[config.mk]
export PLATFORM = sky130hd
export DESIGN_NAME = vn_front
export DESIGN_NICKNAME = d
export VERILOG_FILES = /design/src/rtl/core/vn_pkg.sv /design/src/rtl/core/vn_front.sv
export SDC_FILE = /design/constraint.sdc
export NUM_CORES = 2
export LEC_CHECK = 0
export BUFFER_PORTS_ARGS = -buffer_cell sky130_fd_sc_hd__buf_2
export CORE_ASPECT_RATIO = 0.75
export CORE_MARGIN = 2
export CORE_UTILIZATION = 25
export CTS_BUF_LIST = sky130_fd_sc_hd__clkbuf_8
export CTS_CLUSTER_DIAMETER = 50
export DETAILED_ROUTE_END_ITERATION = 12
export SLEW_MARGIN = 30
export SYNTH_ARGS = -nofsm -noshare
export SYNTH_HDL_FRONTEND = slang
export SYNTH_SLANG_ARGS = --single-unit
[constraint.sdc]
create_clock -name clk_i -period 10.7 [get_ports clk_i]
set_input_delay 2.14 -clock clk_i [delete_from_list [all_inputs] [get_ports clk_i]]
set_output_delay 2.14 -clock clk_i [all_outputs]
set_load 0.03 [all_outputs]
[src/rtl/core/vn_pkg.sv]
// ----------------------------------------------------------------------------
// vn_pkg: shared constants of the 2D vector normalizer
// Fixed-point formats and widths used by the front end, the quotient steps
// and the top level.
// ----------------------------------------------------------------------------
`default_nettype none

package vn_pkg;

  // Width of the component and result fields on the ports.
  localparam int unsigned FieldWidth = 32;
  // Default number of low field bits taken as the two's complement component.
  localparam int unsigned DefaultComponentWidth = 32;
  // Fraction bits of the Q1.30 result.
  localparam int unsigned FracBits = 30;
  // Quotient bits, one pipeline step each.
  localparam int unsigned QuotBits = FracBits + 1;
  // Scale of the squared component in the quotient test (2 * FracBits).
  localparam int unsigned BoundShift = 2 * FracBits;

endpackage

`default_nettype wire

[src/rtl/core/vn_front.sv]
// ----------------------------------------------------------------------------
// vn_front: magnitude, squares and sum of squares
// Three register stages that turn the two components into their magnitudes,
// the sum of squares and the starting remainders of the quotient steps.
// ----------------------------------------------------------------------------
`default_nettype none

module vn_front #(
  parameter int unsigned W = vn_pkg::DefaultComponentWidth
) (
  input  wire logic                                  clk_i,
  input  wire logic                                  rst_ni,
  input  wire logic                                  en_i,
  input  wire logic                                  valid_i,
  input  wire logic [vn_pkg::FieldWidth-1:0]         vec_x_i,
  input  wire logic [vn_pkg::FieldWidth-1:0]         vec_y_i,
  output logic                                       valid_o,
  output logic                                       zero_o,
  output logic                                       neg_x_o,
  output logic                                       neg_y_o,
  output logic [2*W-1:0]                             sum_o,
  output logic [2*W+vn_pkg::BoundShift-1:0]          rem_x_o,
  output logic [2*W+vn_pkg::BoundShift-1:0]          rem_y_o
);
  import vn_pkg::*;

  localparam int unsigned SW = 2 * W;
  localparam int unsigned RW = SW + BoundShift;

  logic [W-1:0]  raw_x, raw_y, mag_x_d, mag_y_d;
  logic [W-1:0]  mag_x_q, mag_y_q;
  logic          neg1_x_q, neg1_y_q, v1_q;
  logic [SW-1:0] sq_x_q, sq_y_q;
  logic          neg2_x_q, neg2_y_q, v2_q;
  logic [SW-1:0] sum_q;
  logic [RW-1:0] rem_x_q, rem_y_q;
  logic          neg3_x_q, neg3_y_q, v3_q, zero_q;

  assign raw_x   = vec_x_i[W-1:0];
  assign raw_y   = vec_y_i[W-1:0];
  // The most negative value maps onto 2^(W-1), which still fits in W bits.
  assign mag_x_d = raw_x[W-1] ? (~raw_x + W'(1)) : raw_x;
  assign mag_y_d = raw_y[W-1] ? (~raw_y + W'(1)) : raw_y;

  always_ff @(posedge clk_i or negedge rst_ni) begin
    if (!rst_ni) begin
      v1_q <= 1'b0;
      v2_q <= 1'b0;
      v3_q <= 1'b0;
    end else if (en_i) begin
      v1_q <= valid_i;
      v2_q <= v1_q;
      v3_q <= v2_q;
    end
  end

  always_ff @(posedge clk_i) begin
    if (en_i) begin
      mag_x_q  <= mag_x_d;
      mag_y_q  <= mag_y_d;
      neg1_x_q <= raw_x[W-1];
      neg1_y_q <= raw_y[W-1];
      sq_x_q   <= SW'(mag_x_q) * SW'(mag_x_q);
      sq_y_q   <= SW'(mag_y_q) * SW'(mag_y_q);
      neg2_x_q <= neg1_x_q;
      neg2_y_q <= neg1_y_q;
      sum_q    <= sq_x_q + sq_y_q;
      zero_q   <= (sq_x_q == '0) && (sq_y_q == '0);
      rem_x_q  <= RW'(sq_x_q) << BoundShift;
      rem_y_q  <= RW'(sq_y_q) << BoundShift;
      neg3_x_q <= neg2_x_q;
      neg3_y_q <= neg2_y_q;
    end
  end

  assign valid_o = v3_q;
  assign zero_o  = zero_q;
  assign neg_x_o = neg3_x_q;
  assign neg_y_o = neg3_y_q;
  assign sum_o   = sum_q;
  assign rem_x_o = rem_x_q;
  assign rem_y_o = rem_y_q;

endmodule

`default_nettype wire

==> results.py <==
metrics = {
    "die": {
        "die_area_sq_mm": 0.309,
        "pin_count": 384,
        "core_area_sq_mm": 0.303,
        "rows": 175,
        "initial_utilization_pct": 25.1,
        "die_w_um": 641,
        "fp.dieH_um": 482,
    },
    "setup_path": {
        "r2r_slack_ns": 1.32,
        "cp_max_fo": 24,
        "cp_data_required_time_ns": 11.26,
        "reg2reg_to": "sq_y_q[56]",
        "cp.depth": 26,
        "cp_top_family": "adder cells",
        "rr_worst_depth": 26,
        "crit_end": "sq_y_q[56]",
        "critical_path.slowest_cell": "edfxtp_1",
        "critPathMaxStageDelay_ns": 0.92,
        "reg2reg_from": "mag_y_q[3]",
        "startpoint": "mag_y_q[3]",
        "crit_arrival_ns": 9.94,
        "crit_buf_inv": 5,
        "crit_path_start_kind": "register",
        "cpMostUsedCell": "fa_1",
        "cp-end-kind": "register",
        "critPathKind": "register to register",
    },
    "routing": {
        "num_vias": 51400,
        "detail-route-antenna-nets": 0,
        "wl_per_cell_um": 19.7,
        "drc": 0,
        "viasPerCell": 4.32,
        "dr.pass1.iters": 6,
        "wirelength_um": 234000,
        "drt_iter0_markers": 3966,
    },
    "yosys": {
        "synth_area_per_cell_sq_um": 10.1,
        "netlist_area_sq_mm": 0.0761,
        "synth_enable_flop_cells": 387,
        "async_flop_share_pct": 0.769,
        "synth_top_area_share_pct": 41.7,
        "synth_common_cells": "inv_1, fa_1, ha_1",
        "ys.flop_type": "edfxtp_1",
        "yosysMostFrequentCell": "inv_1",
        "ys_seq_area_share_pct": 15.4,
        "ys_types": 70,
        "yosysWarnings": 0,
        "ys_top_cells_by_area": "fa_1, edfxtp_1, ha_1",
        "synth_cells": 7548,
        "ys_seq_elements": 390,
        "synth_top_area_cell": "fa_1",
    },
    "status": {
        "status": "finished, final reports clean",
    },
    "finish": {
        "drive_above_1_share_pct": 7.30,
        "multi_input_area_sq_mm": 0.0555,
        "fin_nets": 10100,
        "seqCellArea_sq_mm": 0.0117,
        "fill_cells": 32000,
        "areaGrowthSynthToFinish_pct": 10.1,
    },
    "timing": {
        "fin_crit_sh_pct": 87.6,
        "rsz0062_at_grt": "false",
        "fin_skew_ns": 0.0554,
        "worst_slew_pin_slew_ns": 1.06,
        "hold_viol": 0,
        "tns_ns": 0,
        "fmax_ghz": 0.107,
        "slew_violations": 0,
        "setup_viol": 0,
        "slew_headroom_pct": 28.8,
        "min_period_ns": 9.38,
    },
    "global_routing": {
        "grt_overflow": 0,
        "grt_max_degree": 62,
        "grt_pass1_vias": 55100,
        "grt_usage_pct": 15.5,
        "antenna_found_initial": 15,
        "grt_pass1_wl_um": 355000,
    },
    "clocking": {
        "numClockSinks": 390,
        "clk_latency_ns": 0.84,
        "cts_tree": "yes",
        "h-tree-depth": 3,
        "cts_buffers": 84,
        "holdBufCountCts": 0,
        "cts_buffer_depth": 3,
        "cts_resized": 0,
        "clockRootBuffer": "clkbuf_8",
        "postCtsSetupBuffers": 0,
        "path_clk_slew_ns": 0.06,
    },
    "min_path": {
        "hold_path_class": "register to register",
    },
    "place": {
        "dp_hpwl_um": 198000,
        "place_congestion": 0.943,
        "io_buffers": 261,
    },
    "flow_run": {
        "maxCapViolCount": 0,
    },
}
-- sequential cells by signal (all words and copies together), names as in the netlist --
| register | count |
|---|---|
| sq_x_q | 63 |
| valid_o | 1 |
| v2_q | 1 |
| sq_y_q | 63 |
| rem_x_o | 63 |
| neg1_y_q | 1 |
| neg2_y_q | 1 |
| neg1_x_q | 1 |
| mag_y_q | 32 |
| sum_o | 64 |
| v1_q | 1 |
| mag_x_q | 32 |
| zero_o | 1 |
| neg2_x_q | 1 |
| neg_x_o | 1 |
| neg_y_o | 1 |
| rem_y_o | 63 |
-- cell usage in the layout, fill, tap and decap left out, types with 37 or more instances in the layout --
master,instances
inv_1,1972
o21bai_1,37
and2_1,478
a21o_1,102
buf_2,261
nand2_1,618
a21oi_1,221
nand4_1,52
clkbuf_8,84
o21ai_0,126
xor2_1,131
buf_4,111
a31oi_1,38
conb_1,122
fa_1,1585
nand3_1,37
ha_1,659
edfxtp_1,387
nor2b_1,39
xnor2_1,191
nor2_1,152
-- area by class of cell --
cell class | count | area share [%]
Antenna cell | 12 | 0.0359
Clock buffer | 84 | 1.38
Clock inverter | 68 | 0.723
Inverter | 1961 | 8.79
Multi-Input combinational cell | 4926 | 66.3
Sequential cell | 390 | 14.0
Tap cell | 4071 | 6.08
Timing Repair Buffer | 380 | 2.72
-- worst register-to-register path, stage by stage, from the launching register on --
cell,delay [ns]
edfxtp_1,0.92
buf_4,0.36
nand2_1,0.14
xor2_1,0.19
ha_1,0.20
o21bai_1,0.18
fa_1,0.56
inv_1,0.06
fa_1,0.48
fa_1,0.54
inv_1,0.06
fa_1,0.50
inv_1,0.05
fa_1,0.53
inv_1,0.05
fa_1,0.50
fa_1,0.47
ha_1,0.44
nand2_1,0.16
o21a_1,0.20
o21ai_0,0.15
a221oi_1,0.23
o31ai_1,0.71
a41oi_1,0.42
o31ai_1,0.62
a221oi_1,0.21
xnor2_1,0.16
-- routing by layer --
| layer | vias up | GRT usage, % | part of all wire (%) |
|---|---|---|---|
| li1 | 23100 | - | - |
| met2 | 1788 | 23.3 | 43 |
| met5 | - | 0 | 0 |
| met1 | 26100 | 20.5 | 42 |
| met4 | 0 | 10.1 | 7.8 |
| met3 | 357 | 2.68 | 7.3 |
-- cells by family (layout without fill, tap and decap cells) --
| logic type | after synthesis | after routing | share of synthesized area, % |
|---|---|---|---|
| xor+xnor | 322 | 322 | 3.71 |
| buf+inv | 2353 | 2493 | 12.2 |
| flops | 390 | 390 | 15.4 |
| fa+ha+maj | 2244 | 2244 | 52.6 |
| other cells | 1 | 134 | 0.00493 |
| compound gates | 697 | 697 | 5.91 |
| mux | 10 | 10 | 0.140 |
| simple gates | 1531 | 1531 | 10.1 |
-- stage by stage --
stage          instances  area [sq um]  hold WS (ns)  utilization, %  setup WS (ns)
2_1_floorplan       7669         76500         0.400               -           2.69
3_3_place_gp       11700         81900         0.401            27.0           1.52
3_5_place_dp       11700         81900         0.405            27.1           1.41
4_1_cts            11900         83700         0.419            27.6           1.34
5_1_grt            11900         83700         0.437            27.7          0.966
6_report           11900         83800         0.417            27.7           1.32
-- worst min-delay path by stage --
| stage | start | to | cells after the start |
|---|---|---|---|
| floorplan | neg1_x_q | neg2_x_q | 0 |
| global placement | neg1_x_q | neg2_x_q | 0 |
| detailed placement | neg2_y_q | neg_y_o | 0 |
| CTS | neg2_y_q | neg_y_o | 0 |
| global route | neg2_x_q | neg_x_o | 0 |
| finish | neg2_y_q | neg_y_o | 0 |
Power is not shown: default switching activity piles up to over one toggle a cycle in this logic, so the estimate is an artifact.
